==> config.mk <==
export PLATFORM = sky130hd
export DESIGN_NAME = http_header_tokenizer_core
export DESIGN_NICKNAME = d
export VERILOG_FILES = /design/src/rtl/hht_pkg.sv /design/src/rtl/hht_parse.sv /design/src/rtl/hht_outbuf.sv /design/src/rtl/http_header_tokenizer_core.sv
export SDC_FILE = /design/constraint.sdc
export NUM_CORES = 1
export LEC_CHECK = 0
export BUFFER_PORTS_ARGS = -buffer_cell sky130_fd_sc_hd__buf_4
export CAP_MARGIN = 20
export CORE_MARGIN = 2
export CORE_UTILIZATION = 64
export DETAILED_ROUTE_END_ITERATION = 10
export PLACE_DENSITY_LB_ADDON = 0.15
export SLEW_MARGIN = 20
export SYNTH_ARGS = -nofsm -noshare
export SYNTH_HDL_FRONTEND = slang
export SYNTH_SLANG_ARGS = --single-unit
==> constraint.sdc <==
create_clock -name clk -period 10.7 [get_ports clk]
set_input_delay 1.07 -clock clk [delete_from_list [all_inputs] [get_ports clk]]
set_output_delay 1.07 -clock clk [all_outputs]
set_load 0.01 [all_outputs]
==> src/rtl/hht_pkg.sv <==
// ----------------------------------------------------------------------------
// hht_pkg
// Shared types and character codes for the HTTP header tokenizer.
// ----------------------------------------------------------------------------
package hht_pkg;

  localparam int OFS_W  = 16;
  localparam int NTOK   = 3;

  localparam logic [7:0] CH_LF    = 8'd10;
  localparam logic [7:0] CH_CR    = 8'd13;
  localparam logic [7:0] CH_SP    = 8'd32;
  localparam logic [7:0] CH_COLON = 8'd58;

  typedef enum logic [2:0] {
    KIND_REQUEST    = 3'd0,
    KIND_HEADER     = 3'd1,
    KIND_DONE       = 3'd2,
    KIND_INCOMPLETE = 3'd3,
    KIND_OVERFLOW   = 3'd4
  } kind_t;

  // Results caused by one input word: an optional primary record and an
  // optional trailing incomplete record.
  typedef struct packed {
    logic                         prim_vld;
    kind_t                        kind;
    logic [NTOK-1:0][OFS_W-1:0]   starts;
    logic [NTOK-1:0][OFS_W-1:0]   stops;
    logic                         inc_vld;
    logic [OFS_W-1:0]             consumed;
  } group_t;

endpackage

==> src/rtl/hht_parse.sv <==
// ----------------------------------------------------------------------------
// hht_parse
// Tokenizer state and per-word classification of the request head.
// ----------------------------------------------------------------------------
module hht_parse import hht_pkg::*; #(
  parameter int POSITION_BITS = 16
) (
  input  logic       clk,
  input  logic       rst_n,
  input  logic       step,
  input  logic [7:0] data_byte,
  input  logic       last_byte,
  output group_t     grp
);

  localparam logic [POSITION_BITS-1:0] POS_MAX = {POSITION_BITS{1'b1}};

  logic [POSITION_BITS-1:0] pos_r, pos_nxt;
  logic                     req_r, req_nxt;
  logic [1:0]               td_r, td_nxt;
  logic                     inside_r, inside_nxt;
  logic [1:0]               lf_r, lf_nxt;
  logic [POSITION_BITS-1:0] parsed_r, parsed_nxt;
  logic                     fin_r, fin_nxt;
  logic [POSITION_BITS-1:0] starts_r [NTOK];
  logic [POSITION_BITS-1:0] starts_nxt [NTOK];
  logic [POSITION_BITS-1:0] stops_r [NTOK];
  logic [POSITION_BITS-1:0] stops_nxt [NTOK];

  logic       is_lf;
  logic       is_cr;
  logic       sep;
  logic [1:0] idx;
  logic [1:0] limit;
  logic [1:0] td_tmp;

  assign is_lf = (data_byte == CH_LF);
  assign is_cr = (data_byte == CH_CR);
  assign idx   = (td_r > 2'd2) ? 2'd2 : td_r;
  assign sep   = (data_byte == CH_SP) || (!req_r && (data_byte == CH_COLON));
  assign limit = req_r ? 2'd2 : 2'd1;

  always_comb begin
    pos_nxt    = pos_r;
    req_nxt    = req_r;
    td_nxt     = td_r;
    inside_nxt = inside_r;
    lf_nxt     = lf_r;
    parsed_nxt = parsed_r;
    fin_nxt    = fin_r;
    starts_nxt = starts_r;
    stops_nxt  = stops_r;
    td_tmp     = td_r;
    grp        = '0;
    grp.kind   = KIND_REQUEST;
    if (step) begin
      if (!fin_r) begin
        if (pos_r == POS_MAX) begin
          fin_nxt      = 1'b1;
          grp.prim_vld = 1'b1;
          grp.kind     = KIND_OVERFLOW;
        end else begin
          pos_nxt = pos_r + 1'b1;
          if (is_lf || is_cr) begin
            if (is_lf && (lf_r < 2'd2)) begin
              lf_nxt = lf_r + 2'd1;
            end
            if (lf_nxt >= 2'd2) begin
              fin_nxt      = 1'b1;
              grp.prim_vld = 1'b1;
              grp.kind     = KIND_DONE;
            end else begin
              if (inside_r) begin
                inside_nxt     = 1'b0;
                stops_nxt[idx] = pos_r;
                if (td_r < 2'd3) begin
                  td_tmp = td_r + 2'd1;
                end
              end
              td_nxt = td_tmp;
              if (td_tmp != 2'd0) begin
                if (req_r && (td_tmp == 2'd3)) begin
                  grp.prim_vld  = 1'b1;
                  grp.kind      = KIND_REQUEST;
                  grp.starts[0] = OFS_W'(starts_nxt[0]);
                  grp.stops[0]  = OFS_W'(stops_nxt[0]);
                  grp.starts[1] = OFS_W'(starts_nxt[1]);
                  grp.stops[1]  = OFS_W'(stops_nxt[1]);
                  grp.starts[2] = OFS_W'(starts_nxt[2]);
                  grp.stops[2]  = OFS_W'(stops_nxt[2]);
                  parsed_nxt    = stops_nxt[2] + 1'b1;
                end else if (!req_r && (td_tmp == 2'd2)) begin
                  grp.prim_vld  = 1'b1;
                  grp.kind      = KIND_HEADER;
                  grp.starts[0] = OFS_W'(starts_nxt[0]);
                  grp.stops[0]  = OFS_W'(stops_nxt[0]);
                  grp.starts[1] = OFS_W'(starts_nxt[1]);
                  grp.stops[1]  = OFS_W'(stops_nxt[1]);
                  parsed_nxt    = stops_nxt[1] + 1'b1;
                end
                td_nxt  = 2'd0;
                req_nxt = 1'b0;
              end
            end
          end else begin
            lf_nxt = 2'd0;
            if (sep) begin
              if (inside_r && (td_r < limit)) begin
                inside_nxt     = 1'b0;
                stops_nxt[idx] = pos_r;
                td_nxt         = td_r + 2'd1;
              end
            end else if (!inside_r) begin
              inside_nxt      = 1'b1;
              starts_nxt[idx] = pos_r;
            end
          end
        end
      end
      grp.consumed = OFS_W'(parsed_nxt);
      if (last_byte) begin
        grp.inc_vld = !fin_nxt;
        pos_nxt     = '0;
        req_nxt     = 1'b1;
        td_nxt      = 2'd0;
        inside_nxt  = 1'b0;
        lf_nxt      = 2'd0;
        parsed_nxt  = '0;
        fin_nxt     = 1'b0;
      end
    end
  end

  always_ff @(posedge clk) begin
    if (!rst_n) begin
      pos_r    <= '0;
      req_r    <= 1'b1;
      td_r     <= 2'd0;
      inside_r <= 1'b0;
      lf_r     <= 2'd0;
      parsed_r <= '0;
      fin_r    <= 1'b0;
    end else begin
      pos_r    <= pos_nxt;
      req_r    <= req_nxt;
      td_r     <= td_nxt;
      inside_r <= inside_nxt;
      lf_r     <= lf_nxt;
      parsed_r <= parsed_nxt;
      fin_r    <= fin_nxt;
    end
  end

  always_ff @(posedge clk) begin
    starts_r <= starts_nxt;
    stops_r  <= stops_nxt;
  end

endmodule

==> src/rtl/hht_outbuf.sv <==
// ----------------------------------------------------------------------------
// hht_outbuf
// Result register that holds the records of one word and hands them out
// in order, one per accepted output word.
// ----------------------------------------------------------------------------
module hht_outbuf import hht_pkg::*; (
  input  logic             clk,
  input  logic             rst_n,
  input  logic             load,
  input  group_t           grp,
  output logic             free,
  output logic             out_valid,
  input  logic             out_ready,
  output logic [2:0]       out_record_kind,
  output logic [OFS_W-1:0] out_start_first,
  output logic [OFS_W-1:0] out_end_first,
  output logic [OFS_W-1:0] out_start_second,
  output logic [OFS_W-1:0] out_end_second,
  output logic [OFS_W-1:0] out_start_third,
  output logic [OFS_W-1:0] out_end_third,
  output logic [OFS_W-1:0] out_consumed,
  output logic             out_last_result
);

  group_t grp_r;
  logic   prim_r, prim_nxt;
  logic   inc_r, inc_nxt;
  logic   fire;

  assign out_valid       = prim_r || inc_r;
  assign out_last_result = prim_r ? !inc_r : 1'b1;
  assign fire            = out_valid && out_ready;
  assign free            = !out_valid || (fire && out_last_result);

  always_comb begin
    prim_nxt = prim_r;
    inc_nxt  = inc_r;
    if (load) begin
      prim_nxt = grp.prim_vld;
      inc_nxt  = grp.inc_vld;
    end else if (fire) begin
      if (prim_r) begin
        prim_nxt = 1'b0;
      end else begin
        inc_nxt = 1'b0;
      end
    end
  end

  always_ff @(posedge clk) begin
    if (!rst_n) begin
      prim_r <= 1'b0;
      inc_r  <= 1'b0;
    end else begin
      prim_r <= prim_nxt;
      inc_r  <= inc_nxt;
    end
  end

  always_ff @(posedge clk) begin
    if (load) begin
      grp_r <= grp;
    end
  end

  always_comb begin
    out_consumed = grp_r.consumed;
    if (prim_r) begin
      out_record_kind  = grp_r.kind;
      out_start_first  = grp_r.starts[0];
      out_end_first    = grp_r.stops[0];
      out_start_second = grp_r.starts[1];
      out_end_second   = grp_r.stops[1];
      out_start_third  = grp_r.starts[2];
      out_end_third    = grp_r.stops[2];
    end else begin
      out_record_kind  = KIND_INCOMPLETE;
      out_start_first  = '0;
      out_end_first    = '0;
      out_start_second = '0;
      out_end_second   = '0;
      out_start_third  = '0;
      out_end_third    = '0;
    end
  end

endmodule

==> src/rtl/http_header_tokenizer_core.sv <==
// ----------------------------------------------------------------------------
// http_header_tokenizer_core
// Finds token offsets in an HTTP request head, one byte per word.
//
//   Channel  Direction  Payload
//   in_      input      data_byte, last_byte
//   out_     output     record_kind, six token offsets, consumed, last_result
//
// A byte is registered, classified combinationally and its records are loaded
// into the result register, so one byte is taken every cycle while the result register is free.
// A byte that gives two records holds the result register until both are accepted.
// Reset is synchronous and active low and returns the parser to the start
// of a request line.
// Backpressure on out_ propagates combinationally to in_ready.
// ----------------------------------------------------------------------------
module http_header_tokenizer_core import hht_pkg::*; #(
  parameter int POSITION_BITS = 16
) (
  input  logic             clk,
  input  logic             rst_n,
  input  logic             in_valid,
  output logic             in_ready,
  input  logic [7:0]       in_data_byte,
  input  logic             in_last_byte,
  output logic             out_valid,
  input  logic             out_ready,
  output logic [2:0]       out_record_kind,
  output logic [OFS_W-1:0] out_start_first,
  output logic [OFS_W-1:0] out_end_first,
  output logic [OFS_W-1:0] out_start_second,
  output logic [OFS_W-1:0] out_end_second,
  output logic [OFS_W-1:0] out_start_third,
  output logic [OFS_W-1:0] out_end_third,
  output logic [OFS_W-1:0] out_consumed,
  output logic             out_last_result
);

  logic       s1_valid_r, s1_valid_nxt;
  logic [7:0] s1_data_r;
  logic       s1_last_r;
  logic       buf_free;
  logic       take;
  logic       in_fire;
  group_t     grp;

  assign take     = s1_valid_r && buf_free;
  assign in_ready = !s1_valid_r || buf_free;
  assign in_fire  = in_valid && in_ready;

  always_comb begin
    s1_valid_nxt = s1_valid_r;
    if (in_fire) begin
      s1_valid_nxt = 1'b1;
    end else if (take) begin
      s1_valid_nxt = 1'b0;
    end
  end

  always_ff @(posedge clk) begin
    if (!rst_n) begin
      s1_valid_r <= 1'b0;
    end else begin
      s1_valid_r <= s1_valid_nxt;
    end
  end

  always_ff @(posedge clk) begin
    if (in_fire) begin
      s1_data_r <= in_data_byte;
      s1_last_r <= in_last_byte;
    end
  end

  hht_parse #(
    .POSITION_BITS (POSITION_BITS)
  ) u_parse (
    .clk       (clk),
    .rst_n     (rst_n),
    .step      (take),
    .data_byte (s1_data_r),
    .last_byte (s1_last_r),
    .grp       (grp)
  );

  hht_outbuf u_outbuf (
    .clk              (clk),
    .rst_n            (rst_n),
    .load             (take && (grp.prim_vld || grp.inc_vld)),
    .grp              (grp),
    .free             (buf_free),
    .out_valid        (out_valid),
    .out_ready        (out_ready),
    .out_record_kind  (out_record_kind),
    .out_start_first  (out_start_first),
    .out_end_first    (out_end_first),
    .out_start_second (out_start_second),
    .out_end_second   (out_end_second),
    .out_start_third  (out_start_third),
    .out_end_third    (out_end_third),
    .out_consumed     (out_consumed),
    .out_last_result  (out_last_result)
  );

endmodule

## Word level (Yosys, flattened, before mapping)

Cells that the tools add are included.
W data, S select, Z words.

- Flip-flop bits (word level): 262
- Input bits: 13
- Output and inout port bits: 118
- Logic and storage cells: 208

- $add $sub $neg: 5
- Magnitude comparators: 7
- Equality and inequality tests: 14
- Muxes and demuxes: 102
- Bitwise logic cells: 9
- Reduce and logical (&&, ||, !) cells: 43

Operators by type and width:

| operator | count |
|---|---|
| $mux W48 | 10 |
| $mux W16 | 20 |
| $mux W100 | 3 |
| $mux W96 | 2 |
| $mux W32 | 4 |
| $mux W117 | 1 |
| $bwmux W48 | 2 |
| $mux W2 | 26 |
| $add A16 B1 Y16 const B | 3 |
| $demux W16 S2 | 1 |
| $mux W1 | 28 |
| $reduce_and A6 Y1 | 4 |
| $eq A16 B16 Y1 const B | 1 |
| $eq A8 B4 Y1 const B | 2 |
| $eq A8 B6 Y1 const B | 2 |
| $mux W4 | 4 |
| $reduce_bool A2 Y1 | 7 |
| $reduce_or A7 Y1 | 2 |
| $logic_and A1 B1 Y1 | 11 |
| $ne A2 B2 Y1 const B | 4 |
| $not A1 Y1 | 8 |
| $logic_or A1 B1 Y1 | 6 |
| $reduce_bool A3 Y1 | 2 |
| $reduce_or A6 Y1 | 1 |
| other kinds (19) | 26 |

## Longest topological paths before layout

Gate-level depths: netlist of the first run.

- Depth after elaboration: 27
- Mapped depth: 16
- Mapped depth without buffers: 14

## By module

Synthesis of the first run repeated with hierarchy kept, for this count alone.

- Cell total of the unflattened synthesis: 1100
- Area, all modules: 12718.4 µm²

By module, submodules not included:

| module | times used | cells each | area each (µm²) | seq. area each (µm²) |
|---|---|---|---|---|
| hht_parse | 1 | 830 | 8027.7 | 3663.5 |
| hht_outbuf | 1 | 254 | 4352.9 | 3493.4 |
| http_header_tokenizer_core | 1 | 16 | 337.8 | 290.3 |

## Worst setup path before layout of the first run

Ideal clock, no wire load.

- Path kind: input to register
- Start: input port out_ready
- End: register u_outbuf.grp_r[100] (netlist bit) (enable)
- Library setup time: 0.478 ns
- Arrival: 4.402 ns
- Data required time: 10.222 ns
- Slack: 5.820 ns
- Stages on the path: 6
- Path buffers: 1
- Cells stage by stage: nor2b_1 > o21ai_1 > nand2_1 > clkbuf_1 > a311o_1 > nand2_1

- Word-level cells in the longest chain between the ends: 7

Ends and longest elaborated chain:

| element | line | RTL |
|---|---|---|
| start: declaration | http_header_tokenizer_core.sv:26 | `input logic out_ready,` |
| $logic_and A1 B1 Y1 * | hht_outbuf.sv:32 | `assign fire = out_valid && out_ready;` |
| $logic_and A1 B1 Y1 * | hht_outbuf.sv:33 | `assign free = !out_valid \|\| (fire && out_last_result);` |
| $logic_or A1 B1 Y1 * | hht_outbuf.sv:33 |  |
| $logic_and A1 B1 Y1 * | http_header_tokenizer_core.sv:46 | `assign take = s1_valid_r && buf_free;` |
| $mux W117 | hht_parse.sv:56 | `if (step) begin` |
| $logic_or A1 B1 Y1 | http_header_tokenizer_core.sv:88 | `.load (take && (grp.prim_vld \|\| grp.inc_vld)),` |
| $logic_and A1 B1 Y1 * | http_header_tokenizer_core.sv:88 |  |
| via u_outbuf.load | hht_outbuf.sv:9 | `input logic load,` |
| end signal: assignment | hht_outbuf.sv:62 | `grp_r <= grp;` |
| end: declaration | hht_outbuf.sv:25 | `group_t grp_r;` |

Mark *: on every way through the listed nets, which the timed path passes. The rest lies on a longest branch.
A chain may end at the register's enable or synchronous reset.

## Worst setup path in the final report of the first run

- Start: register u_parse.td_r[1]
- End: register u_outbuf.grp_r[35] (netlist bit) (enable)

- Word-level cells in the longest chain between the ends: 20
- Elaborated cells between the ends (all ways): 24
- Classes of those cells: add/sub: 1; order compare: 1; eq/ne: 2; mux: 15; reduce/logical: 5

Ends and longest elaborated chain:

| element | line | RTL |
|---|---|---|
| start: declaration | hht_parse.sv:20 | `logic [1:0] td_r, td_nxt;` |
| start signal: assignment | hht_parse.sv:146 | `td_r <= td_nxt;` |
| $add A2 B1 Y2 or $lt A2 B2 Y1 (tied branches) | hht_parse.sv:77, hht_parse.sv:76 |  |
| $mux W2 | hht_parse.sv:76 | `if (td_r < 2'd3) begin` |
| $mux W2 * | hht_parse.sv:73 | `if (inside_r) begin` |
| $mux W2 * | hht_parse.sv:68 | `if (lf_nxt >= 2'd2) begin` |
| $mux W2 * | hht_parse.sv:64 | `if (is_lf \|\| is_cr) begin` |
| $mux W2 * | hht_parse.sv:58 | `if (pos_r == POS_MAX) begin` |
| $mux W2 * | hht_parse.sv:57 | `if (!fin_r) begin` |
| $mux W2 * | hht_parse.sv:56 |  |
| [5 not listed] | - |  |
| $mux W4 * | hht_parse.sv:68 |  |
| $mux W100 * | hht_parse.sv:64 |  |
| $mux W4 * | hht_parse.sv:58 |  |
| $mux W100 * | hht_parse.sv:57 |  |
| $mux W117 * | hht_parse.sv:56 |  |
| $logic_or A1 B1 Y1 * | http_header_tokenizer_core.sv:88 |  |
| $logic_and A1 B1 Y1 * | http_header_tokenizer_core.sv:88 |  |
| via u_outbuf.load | hht_outbuf.sv:9 |  |

Mark *: on every way through the listed nets, which the timed path passes. The rest lies on a longest branch. The select of a mux whose other input is x is not followed.

==> results of run 1 <==
-- worst max-delay path, delay by kind of cell (launching register included) --
family / cells / cell delay (ps)
flip-flops: 1 / 470
adder cells (fa/ha/maj): 1 / 310
AO/OA/AOI/OAI: 1 / 390
buffers and inverters: 2 / 980
AND/OR/NAND/NOR: 6 / 1660
-- logic make-up (layout without fill, tap and decap cells) --
group	Yosys count	in the layout	share of synthesized area, %
AND/OR/NAND/NOR	450	450	19.26
flip-flops	262	262	58.91
AO/OA/AOI/OAI	173	173	8.968
buffers and inverters	96	208	3.761
multiplexers	72	72	6.157
XOR/XNOR	31	31	2.148
adder cells (fa/ha/maj)	8	8	0.7919
-- state kept, by name (all words and copies together), names as in the netlist, 2 cells and up --
| signal | count |
|---|---|
| u_outbuf.out_consumed | 16 |
| s1_data_r | 8 |
| u_parse.td_r | 2 |
| u_parse.stops_r | 48 |
| u_parse.starts_r | 48 |
| u_outbuf.grp_r | 99 |
| u_parse.parsed_r | 16 |
| u_parse.lf_r | 2 |
| u_parse.pos_r | 16 |
-- worst paths after layout --
path,start,end,cells past startpoint
max,u_parse.td_r[1],u_outbuf.grp_r[35],10
max reg2reg,u_parse.td_r[1],u_outbuf.grp_r[35],10
min,u_parse.parsed_r[2],u_parse.parsed_r[2],2
min reg2reg,u_parse.parsed_r[2],u_parse.parsed_r[2],2
-- layout by cell type (no fill, tap or decap), types with 3 or more instances in the layout --
cell	Yosys	routed
sky130_fd_sc_hd__and3_1	19	19
sky130_fd_sc_hd__o221a_2	8	8
sky130_fd_sc_hd__nand2_1	104	102
sky130_fd_sc_hd__or2_2	4	4
sky130_fd_sc_hd__nor2_1	71	71
sky130_fd_sc_hd__and2_1	138	138
sky130_fd_sc_hd__clkinv_1	0	7
sky130_fd_sc_hd__mux2_2	46	46
sky130_fd_sc_hd__o21ai_0	36	36
sky130_fd_sc_hd__o211ai_1	3	3
sky130_fd_sc_hd__or3_1	12	12
sky130_fd_sc_hd__buf_4	21	147
sky130_fd_sc_hd__clkinv_2	0	6
sky130_fd_sc_hd__nand2b_1	9	9
sky130_fd_sc_hd__nor4_1	7	6
sky130_fd_sc_hd__bufinv_16	0	3
sky130_fd_sc_hd__clkbuf_1	46	3
sky130_fd_sc_hd__xor2_1	18	18
sky130_fd_sc_hd__o22ai_1	5	5
sky130_fd_sc_hd__o21a_1	3	3
sky130_fd_sc_hd__inv_1	12	12
sky130_fd_sc_hd__ha_1	8	8
sky130_fd_sc_hd__a21oi_1	57	56
sky130_fd_sc_hd__edfxtp_1	220	220
sky130_fd_sc_hd__xnor2_1	13	13
sky130_fd_sc_hd__a31oi_1	7	7
sky130_fd_sc_hd__nand3_1	26	26
sky130_fd_sc_hd__o31ai_1	6	6
sky130_fd_sc_hd__nor3_1	19	19
sky130_fd_sc_hd__clkbuf_16	0	26
sky130_fd_sc_hd__a211oi_1	7	7
sky130_fd_sc_hd__nand4_1	13	13
sky130_fd_sc_hd__o211a_1	5	5
sky130_fd_sc_hd__mux2i_1	26	26
sky130_fd_sc_hd__a22oi_1	6	6
sky130_fd_sc_hd__dfxtp_1	42	41
-- power breakdown --
part,internal [mW],leakage [nW],switching (mW)
clock,0.519,0.416,0.383
combinational,0.0118,2.92,0.0345
sequential,1.12,2.25,0.00821
-- per-layer routing --
layer | vias up | wire length [um] | track usage (%)
li1 | 4131 | - | -
met1 | 4323 | 12650 | 41.54
met2 | 455 | 14740 | 48.77
met4 | 0 | 1086 | 11.29
met5 | - | 0 | 0
met3 | 89 | 2461 | 3.642
-- area by class of cell --
class / count / area (um2)
inverters: 13 / 48.80
fillers: 1358 / 4875
repair buffers: 147 / 1104
multi-input cells: 734 / 4750
flip-flops and latches: 262 / 7448
well taps: 265 / 331.6
clock buffers: 29 / 661.9
clock inverters: 19 / 180.2
-- metrics by stage --
stage          worst slack [ps]  std cells  util [%]
6_report                   6363       1469     74.87
5_1_grt                    6110       1469     74.87
4_1_cts                    6375       1469     74.83
3_5_place_dp               6257       1421     70.49
3_3_place_gp               6391       1421     70.48
2_1_floorplan              5820       1092         -
==> results.txt, run 1 <==
- Status: finished clean
- In this run the number of H-tree levels came out at 1.
- The worst register-to-register path has a setup slack of ~6400 ps.
- Endpoints failing hold: 0
* Ratio of cells with drive above 1 in the final layout: 22.18%
* Number of rows in the core area: 51
* GRT Residual Overflow: 0
- Cells after synthesis: 1,092
- Final estimated routing congestion in global placement: ~0.97
- Clock-pin slew on the worst setup and hold paths: 70 ps
- Hold timing on the final database bottoms out at a slack of 473.7 ps.
- Worst hold path class: register to register
- STA classifies the critical path startpoint as a register.
* Remaining antenna violation count: 0
- Clock root cell: sky130_fd_sc_hd__clkbuf_16
* Worst VDD drop: 0.1119 mV
- Summed over its instances, the top area cell type makes up roughly 52% of the synthesized netlist area.
- Async set or reset register ratio after synthesis: 0%
- Chain of cells forming the critical path: inv_1, ha_1, or3b_2, nand2_1, nand2_1, nand2_1, nand2_1, a311o_1, nand2_4, buf_4
- Post-Route Setup TNS: 0 ps
- Pwr Density: 142.7 mW/mm2
* Number of warnings issued by yosys: 0
- Clock tree synthesis inserted a total of 26 buffers.
- Cell Area, Synth: approximately 0.013 mm2
* Wire length after detailed routing: 30.94 mm
* Design area: 0.01452 mm2
- In this run, distinct cell masters in the synthesized netlist total 82.
- Setup repair after global routing left no endpoint under its margin.
- Avg Vias per Cell: 6.125
- The analysis attributes to cell leakage a power of between 5 and 6 nW.
* Overall global routing resource usage: 29.90%
- Pin count of the biggest net entering global routing: 105
- Average size of a mapped cell: 11.58 um2
- Total inserted antenna cells: 0
* Initial standard-cell utilization of the core: approximately two thirds
* Routed vias: 8,998
- Setup violations remaining at the end of the flow were counted as 0.
- roughly 130 I/O pins were placed.
* Primary flip-flop cell chosen by synthesis mapping: sky130_fd_sc_hd__edfxtp_1
* Final routed wire length divided by cell count: 21.06 um
* Part of the Yosys area used for sequential elements: slightly below 60%
* Detailed-route DRC error count: 0
- After the first detailed-routing iteration, the DRC count stood at 859.
- Num Clock Sinks: 262
- Input and output buffers added on the ports amount to 130.
* Slew of the pin with the lowest slew margin: 1059 ps
- Count of state elements after synthesis: 262
- Nets: 1,205
- The largest single stage delay on the critical path is 840 ps.
- The worst setup path is captured at a register.
- After detailed placement, the total cell area comes to 0.01367 mm2.
- TritonCTS built the clock tree.
- Slowest cell on crit path: sky130_fd_sc_hd__buf_4
- The cell that appears most often on the critical path is sky130_fd_sc_hd__nand2_1.
- Cell taking the most area after synthesis: sky130_fd_sc_hd__edfxtp_1
- sky130_fd_sc_hd__edfxtp_1 is the most common cell in the netlist.
* Via count of the first global-routing pass: 8,565
- Number of max-capacitance violations reported: 0
- Largest buffer count on any clock path: 3
- The first TritonRoute pass finished after 8 iterations.
* Post-cts resize count: 0
- Power comes to about 2.1 mW.
- Post-detail-place hpwl: 20.24 mm
- Core footprint: roughly 0.019 mm2
* Number of nets produced by synthesis: 1,113
- Count of flip-flops with a built-in enable after synthesis: 220
- The die is roughly 140 um wide.
* Data arrival, critical path: 4490 ps
* Worst endpoint required time: 10,850 ps
* Initial antenna violation count: 0
* Ranking of synthesized cells by area: sky130_fd_sc_hd__edfxtp_1 (52%), sky130_fd_sc_hd__and2_1 (6.8%), sky130_fd_sc_hd__dfxtp_1 (6.7%), sky130_fd_sc_hd__mux2_2 (4.1%), sky130_fd_sc_hd__nand2_1 (3.1%)
* List of most frequent post-synthesis cells: sky130_fd_sc_hd__edfxtp_1 (220), sky130_fd_sc_hd__and2_1 (138), sky130_fd_sc_hd__nand2_1 (104)
* Worst slew margin: 29.37%
* Final Skew: 28.27 ps
* Total die area: 0.02089 mm2
- Largest fanout on the critical path: 82
- Die extent in y: between 100 and 150 um
- Fin crit share: approximately two fifths
- Static timing analysis puts the maximum clock frequency at 230.6 MHz.
* First-pass GRT wire length: 47.57 mm
- In this run, post-CTS hold repair placed 0 buffers.
- Worst Path Class, Setup: register to register
- The clock period could shrink to 4337 ps.
- Clk_lat worst skew: 540 ps
* Count of final max-slew check failures: 0
* Area growth, synth to finish: 14.90%
- Buffers added to address setup during post-CTS repair amount to 0.
Power figures use the tool's default switching activity.
==> run 2, diff against run 1 <==
Settings changed: ABC_AREA set to 1, CORE_UTILIZATION 64 to 60.
Clock period 10.7 ns to 4.55 ns, I/O delays scaled along.
==> results.txt, run 2 <==
- Cts-stage hold buffer count: 0 (unchanged)
* Number of optimization iterations in the first detailed-route pass: 8 (unchanged)
- The relative slew slack was 41.53% (+12 points).
- Signal routing reaches up to met4.
- The antenna violation net count after detailed routing came to 0 (unchanged).
- Most frequent standard cell in the layout excluding fill and tap cells: sky130_fd_sc_hd__nand2_1
* Worst VDD drop: 0.3199 mV (+190%)
- The combinational fraction of design power came to 6.9% (+4.7 points).
- Die extent in y: 153.2 um (+6.0%)
- The number of I/O port buffers is 130 (unchanged).
- List of most frequent post-synthesis cells: sky130_fd_sc_hd__nand2_1 (379), sky130_fd_sc_hd__inv_1 (237), sky130_fd_sc_hd__edfxtp_1 (220)
- Final Skew: 15.56 ps (-12.71 ps)
- Commonest cells after routing, fill and taps aside: sky130_fd_sc_hd__nand2_1 (378), sky130_fd_sc_hd__inv_1 (237), sky130_fd_sc_hd__edfxtp_1 (220)
- The length of routed met2 wiring came to 15.63 mm (+6.0%).
* Detailed route wirelength on metal3: 2.214 mm (-10%)
- Async set or reset register ratio after synthesis: 0% (unchanged)
- The via count of the routed design came to 10,550 (+17%).
- Pin count of the biggest net entering global routing: 94 (-10%)
- Count of state elements after synthesis: 262 (unchanged)
- Internal power consumption: 4.088 mW (+150%)
- Number of warnings issued by yosys: 0 (unchanged)
- Post-Route Setup TNS: 0 ps (unchanged)
- The met1 routed wirelength after detailed routing came to 14.18 mm (+12%).
- Switching share of power: 22.59% (+2.1 points)
- Data arrival, critical path: 3720 ps (-770 ps)
* Avg Vias per Cell: 5.468 (-11%)
* Cells after synthesis: 1,525 (+40%)
* Clock root cell: sky130_fd_sc_hd__clkbuf_16
- The width of the die came to 153.2 um (+6.0%).
- The share of the clock period used by the worst path after layout was 77.03% (+36 points).
- The starting utilization of the core area was 61.20% (-4.0 points).
* Ranking of synthesized cells by area: sky130_fd_sc_hd__edfxtp_1 (49%), sky130_fd_sc_hd__nand2_1 (11%), sky130_fd_sc_hd__inv_1 (6.7%), sky130_fd_sc_hd__dfxtp_1 (6.3%), sky130_fd_sc_hd__nor2_1 (4.7%)
- Cell taking the most area after synthesis: sky130_fd_sc_hd__edfxtp_1
* Average size of a mapped cell: 8.758 um2 (-24%)
- Largest buffer count on any clock path: 3 (unchanged)
* Clock tree from TritonCTS: built
- The max-slew violation total from the final report is 0 (unchanged).
- The number of library cell types mapped by synthesis is 52 (-37%).
* Cell leakage power: 7.012 nW (+26%)
- The setup violation total in the final timing report is 0 (unchanged).
* Post-detail-place hpwl: 23.04 mm (+14%)
- Total inserted antenna cells: 0 (unchanged)
* Net switching component of the power: 1.193 mW (+180%)
- The shortest period the worst path allows is 3505 ps (-832.3 ps).
- Portion of synthesized cell area occupied by the leading cell type: 49.46% (-2.8 points)
- Number of top-level design ports: 131 (unchanged)
- Nets: 1,649 (+37%)
- The clock slew at the register clock pins of the worst setup and hold paths is 60 ps (about the same).
- STA classifies the critical path endpoint as a register.
- The worst setup path is launched from a register.
- Among all cell types in the netlist, the one instantiated most often is sky130_fd_sc_hd__nand2_1.
- The post-synth net total was 1,546 (+39%).
- The clock buffer count from CTS is 27 (+3.8%).
* Worst endpoint required time: 4770 ps (-6080 ps)
* Pwr Density: 343.0 mW/mm2 (+140%)
* Endpoints failing hold: 0 (unchanged)
- Core footprint: 0.02182 mm2 (+12%)
- The final core utilization was 70.55% (-4.3 points).
- The number of global-route vias before repair is 9,909 (+16%).
- Register name with the most flops: u_outbuf.grp_r
- Initial antenna violation count: 0 (unchanged)
- H-tree depth: 1 (unchanged)
* Unrepaired setup endpoints after global routing: false
* Final estimated routing congestion in global placement: 0.9196 (-5.5%)
- Clk_lat worst skew: 550 ps (about the same)
* Power share of the clock group: 42.7% (-0.8 points)
* Power share of the sequential group: 50.5% (-3.7 points)
- The aggregate routed wire length was 32.86 mm (+6.2%).
- Largest registers: u_outbuf.grp_r: 99 flops, u_parse.starts_r: 48 flops, u_parse.stops_r: 48 flops
- The number of flip-flops under the largest register name was 99 (unchanged).
- Total die area: 0.02347 mm2 (+12%)
* Post-CTS Repair Setup Buffers: 0 (unchanged)
* Primary flip-flop cell chosen by synthesis mapping: sky130_fd_sc_hd__edfxtp_1
* Maximum achievable frequency: 285.3 MHz (+24%)
- Worst Path Class, Setup: register to register
- The area growth from synthesis to layout is 15.28%.
* Status: finished clean
- The maximum net fanout on the critical path came to 43 (-48%).
- The total global routing track utilization was 27.98% (-1.9 points).
- The ratio of cells with drive above 1 in the final layout is 17.71% (-4.5 points).
- Final routed wire length divided by cell count: 17.04 um (-19%)
- Detailed-route DRC error count: 0 (unchanged)
- The count of max-cap constraint violations was 0 (unchanged).
- The number of flops mapped to enable cells by yosys is 220 (unchanged).
- The number of violations reported at the end of detailed-routing iteration 0 came to 1,011 (+18%).
- Cell Area, Synth: 0.01336 mm2 (+5.7%)
- Num Clock Sinks: 262 (unchanged)
- The global-route wire length before repair is 52.51 mm (+10%).
* Post-cts resize count: 0 (unchanged)
* Slew of the pin with the lowest slew margin: 877.1 ps (-182.4 ps)
- GRT Residual Overflow: 0 (unchanged)
- Number of rows in the core area: 54 (+5.9%)
* Worst hold path class: primary input to register
- The register area share after synthesis is 55.76% (-3.2 points).
* Filler cells: 1,682 (+24%)
## run 2: path summary, 6_finish.rpt
| path | from | end | slack (ps) | cells past startpoint |
|---|---|---|---|---|
| setup / recovery | u_parse.td_r[1] | u_outbuf.grp_r[78] | 1050 | 11 |
| hold / removal | in_data_byte[5] | s1_data_r[5] | 80 | 1 |
| setup reg to reg | u_parse.td_r[1] | u_outbuf.grp_r[78] | 1050 | 11 |
| hold reg to reg | u_parse.parsed_r[11] | u_parse.parsed_r[11] | 460 | 2 |
## run 2: routing by layer
layer	vias up	GRT usage, %
met5	-	0
met4	0	8.377
met3	68	3.374
met2	417	45.64
met1	4930	39.81
li1	5133	-
## run 2: critical path, stage by stage, from the launching register on
cell	delay [ps]
sky130_fd_sc_hd__dfxtp_1	510
sky130_fd_sc_hd__inv_2	150
sky130_fd_sc_hd__ha_1	210
sky130_fd_sc_hd__buf_4	230
sky130_fd_sc_hd__nand2_1	140
sky130_fd_sc_hd__o21ai_2	120
sky130_fd_sc_hd__nor3_4	630
sky130_fd_sc_hd__nor2_2	120
sky130_fd_sc_hd__nor2_2	170
sky130_fd_sc_hd__o211ai_1	180
sky130_fd_sc_hd__nand2_4	360
sky130_fd_sc_hd__buf_12	290
## run 2: layout make-up
class / instances / area (um2) / area share, %
Inverter: 253 / 950.9 / 6.176
Clock inverter: 13 / 148.9 / 0.9670
Sequential cell: 262 / 7451 / 48.39
Timing Repair Buffer: 151 / 1179 / 7.655
Multi-Input combinational cell: 933 / 4554 / 29.58
Clock buffer: 37 / 763.2 / 4.957
Tap cell: 280 / 350.3 / 2.275
## run 2: through the flow
stage | area [um2] | setup slack (ps) | cells | hold WS, ps | power (mW)
after floorplan | 13360 | 1017 | 1525 | 440.5 | 2.980
after global placement | 14460 | 1211 | 1878 | 446.7 | 3.062
after detailed placement | 14490 | 1077 | 1879 | 453.9 | 3.071
after CTS | 15400 | 1032 | 1929 | 75.55 | 5.301
after global routing | 15400 | 811.4 | 1929 | 72.88 | 5.443
final | 15400 | 1045 | 1929 | 79.79 | 5.281
## run 2: power groups by stage
| stage | clock network [mW] | registers, mW | logic [mW] |
|---|---|---|---|
| 2_1_floorplan | 0 | 2.71 | 0.269 |
| 3_3_place_gp | 0 | 2.71 | 0.349 |
| 3_5_place_dp | 0 | 2.72 | 0.356 |
| 4_1_cts | 2.28 | 2.66 | 0.360 |
| 5_1_grt | 2.37 | 2.67 | 0.402 |
| 6_report | 2.25 | 2.66 | 0.363 |
## run 2: kinds of logic after synthesis
logic type,Yosys count,share of synthesized area [%]
adder cells (fa/ha/maj),8,0.7494
AND/OR/NAND/NOR,704,23.04
flip-flops,262,55.76
AO/OA/AOI/OAI,215,9.640
buffers and inverters,330,10.43
XOR/XNOR,6,0.3934
==> run 3, diff against run 2 <==
Settings changed: CORE_UTILIZATION 60 to 54.
Clock period 4.55 ns to 3.1 ns, I/O delays scaled along.
==> results.txt, run 3 (same netlist as run 2, synthesis figures left out) <==
- Register name with the most flops: u_outbuf.grp_r
- Status: finished clean
* Filler cells: 2,005 (+19%)
- The final worst-path setup slack came to 275.9 ps (-769.2 ps).
- The final weighted congestion in routability-driven placement is 0.9562 (+4.0%).
* Slew of the pin with the lowest slew margin: 871.5 ps (-5.611 ps)
- Number of top-level design ports: 131 (unchanged)
- The startpoint identified for the worst register-to-register timing path is u_parse.td_r[1].
- The later-pin clock latency in the skew report came to 550 ps (about the same).
- The final non-filler cell total was 1,999 (+3.6%).
* Area occupied by multi-input gates: 0.004554 mm2 (unchanged)
- GRT Residual Overflow: 0 (unchanged)
- Avg Vias per Cell: 5.266 (-3.7%)
- Clock tree synthesis selected as its root buffer the cell sky130_fd_sc_hd__clkbuf_16.
- Kind of end point of the critical path: register
- Final worst path period need: 2824 ps (-680.8 ps)
- The share of the clock period used by the worst path after layout is 91.10% (+14 points).
- The power share of the clock group came to 42.7% (about the same).
- The final core utilization came to 64.55% (-6.0 points).
- Worst Setup Start Kind: register
- Max reg flops: 99 (unchanged)
* Maximum achievable frequency: 354.1 MHz (+24%)
- The power density over cell area is 496.7 mW/mm2 (+45%).
- The clock buffer count from CTS is 27 (unchanged).
- Largest buffer count on any clock path: 3 (unchanged)
- Count of final max-slew check failures: 0 (unchanged)
- The floorplan core area came to 0.02432 mm2 (+11%).
- The relative slew slack was 41.90% (+0.37 points).
- Power share of the sequential group: 50.2% (-0.3 points)
- Overall global routing resource usage: 25.40% (-2.6 points)
- The worst hold slack after final layout came to 30.38 ps (-49.40 ps).
- The maximum VDD drop was 0.5277 mV (+65%).
* Worst-case setup slack after placement: 238.1 ps (-838.7 ps)
* Placed Cells incl. Taps: 1,941 (+3.3%)
- Worst hold path class: primary input to register
- Total placed instance area: 0.01471 mm2 (+1.5%)
- The cell row count is 57 (+5.6%).
- The area occupied by registers came to 0.007452 mm2 (about the same).
- Final routed wire length divided by cell count: 16.54 um (-2.9%)
- The count of max-cap constraint violations was 0 (unchanged).
* Detailed router's first-iteration violation count: 965 (-4.5%)
* Clock tree from TritonCTS: built
* Most frequent standard cell in the layout excluding fill and tap cells: sky130_fd_sc_hd__nand2_1
- DIE WIDTH: 161.3 um (+5.3%)
- Total design power: 7.797 mW (+48%)
- The critical path arrival came to 3220 ps (-500 ps).
- Die extent in y: 161.3 um (+5.3%)
- Detailed route wirelength on metal3: 2.286 mm (+3.3%)
- The combinational fraction of design power was 7.1% (+0.2 points).
* Detailed route wirelength on metal2: 15.21 mm (-2.7%)
- Routed vias: 10,530 (-0.21%)
- The CTS H-tree depth was 1 (unchanged).
- Clock-pin slew on the worst setup and hold paths: 60 ps (about the same)
- Highest metal layer with signal wires: met4
- The antenna diode instance count was 0 (unchanged).
- The startpoint identified for the worst hold timing path is out_ready.
- The aggregate negative setup slack came to 0 ps (unchanged).
- Cell leakage power: 7.150 nW (+2.0%)
- In the layout the commonest cells are sky130_fd_sc_hd__nand2_1 (378), sky130_fd_sc_hd__inv_1 (237), sky130_fd_sc_hd__edfxtp_1 (220).
- The area of the die was 0.02601 mm2 (+11%).
- Num Clock Sinks: 262 (unchanged)
- The switching share of power came to 23.20% (+0.61 points).
- Setup repair after global routing left no endpoint under its margin.
* Pin count of the biggest net entering global routing: 92 (-2.1%)
- Initial standard-cell utilization of the core: 54.92% (-6.3 points)
- The met1 routed wirelength after detailed routing is 14.56 mm (+2.6%).
* Post-CTS Repair Setup Buffers: 0 (unchanged)
- The largest registers in the layout are u_outbuf.grp_r: 99 flops, u_parse.starts_r: 48 flops, u_parse.stops_r: 48 flops.
* Detailed-route DRC error count: 0 (unchanged)
* Worst Path Class, Setup: register to register
- The area growth from synthesis to layout is 17.53%.
- The net count reported at finish is 1,676 (+1.6%).
* Largest fanout on the critical path: 19 (-56%)
- Wire length after detailed routing: 33.06 mm (+0.61%)
- The number of I/O port buffers is 130 (unchanged).
* Ratio of cells with drive above 1 in the final layout: 18.75% (+1.0 points)
- Number of setup violations in the final report: 0 (unchanged)
- First-pass GRT wire length: 52.34 mm (-0.33%)
- Remaining antenna violation count: 0 (unchanged)
* Net switching component of the power: 1.809 mW (+52%)
- Post-detail-place hpwl: 23.01 mm (-0.14%)
- Via count of the first global-routing pass: 9,825 (-0.85%)
* Internal power consumption: 5.988 mW (+46%)
* Initial antenna violation count: 0 (unchanged)
- The data required time of the critical path was 3500 ps (-1270 ps).
- Critical Path Source: u_parse.td_r[1]
* Number of optimization iterations in the first detailed-route pass: 6 (-2)
- Design area: 0.01570 mm2 (+2.0%)
* Endpoints failing hold: 0 (unchanged)
- Final Skew: 13.86 ps (-1.691 ps)
run 3: cell count changes in the layout (fill, tap and decap cells not counted):
cell | before | now
sky130_fd_sc_hd__buf_12 | 2 | 6
sky130_fd_sc_hd__buf_16 | 1 | 0
sky130_fd_sc_hd__buf_4 | 148 | 163
sky130_fd_sc_hd__bufinv_16 | 3 | 4
sky130_fd_sc_hd__clkbuf_1 | 5 | 3
sky130_fd_sc_hd__clkbuf_8 | 5 | 0
sky130_fd_sc_hd__clkinv_1 | 6 | 4
sky130_fd_sc_hd__clkinv_2 | 5 | 10
sky130_fd_sc_hd__clkinv_4 | 0 | 2
sky130_fd_sc_hd__dfxtp_1 | 41 | 40
sky130_fd_sc_hd__dfxtp_2 | 0 | 1
sky130_fd_sc_hd__dlygate4sd3_1 | 0 | 9
run 3: critical path, stage by stage, from the launching register on:
cell and delay [ps]:
sky130_fd_sc_hd__dfxtp_2 410, sky130_fd_sc_hd__inv_2 100, sky130_fd_sc_hd__ha_1 260, sky130_fd_sc_hd__inv_2 120, sky130_fd_sc_hd__o21ai_4 170, sky130_fd_sc_hd__nand2_1 150, sky130_fd_sc_hd__nand3_1 90, sky130_fd_sc_hd__nand2_2 120
sky130_fd_sc_hd__ha_1 190, sky130_fd_sc_hd__nand2_1 100, sky130_fd_sc_hd__nor3_2 250, sky130_fd_sc_hd__o21ai_0 130, sky130_fd_sc_hd__o21bai_1 320, sky130_fd_sc_hd__nand2_1 110, sky130_fd_sc_hd__nand3_1 80, sky130_fd_sc_hd__a21oi_1 60
run 3: path summary, 6_finish.rpt:
kind                            slack [ps]  cells after the start             endpoint
worst max-delay path                   280                     15  u_parse.parsed_r[6]
worst min-delay path                    30                      4      u_outbuf.prim_r
worst max register to register         280                     15  u_parse.parsed_r[6]
worst min register to register         470                      2  u_parse.parsed_r[3]
run 3: area by class of cell:
class / count / share of cell area [%]
clock buffer: 30 / 4.376
clock inverter: 19 / 1.363
inverter: 253 / 6.058
multi-input combinational: 933 / 29.01
sequential: 262 / 47.47
tap: 324 / 2.582
timing repair buffer: 178 / 9.134
run 3: per-layer routing:
layer,up-vias,global-route usage [%]
li1,5180,-
met1,4894,35.30
met2,388,41.07
met3,64,4.006
met4,0,8.644
met5,-,0
run 3: power groups by stage:
stage	clock (mW)	sequential, mW	combinational [mW]
finish	3.33	3.91	0.557
global route	3.52	3.92	0.621
CTS	3.38	3.91	0.552
detailed placement	0	3.99	0.540
global placement	0	3.98	0.531
floorplan	0	3.98	0.396
run 3: what timing repair did:
item,in CTS,in global routing
endpoints found under the hold margin,9,0
setup endpoints to repair,0,6
hold buffers,9,0
resized for setup,0,1
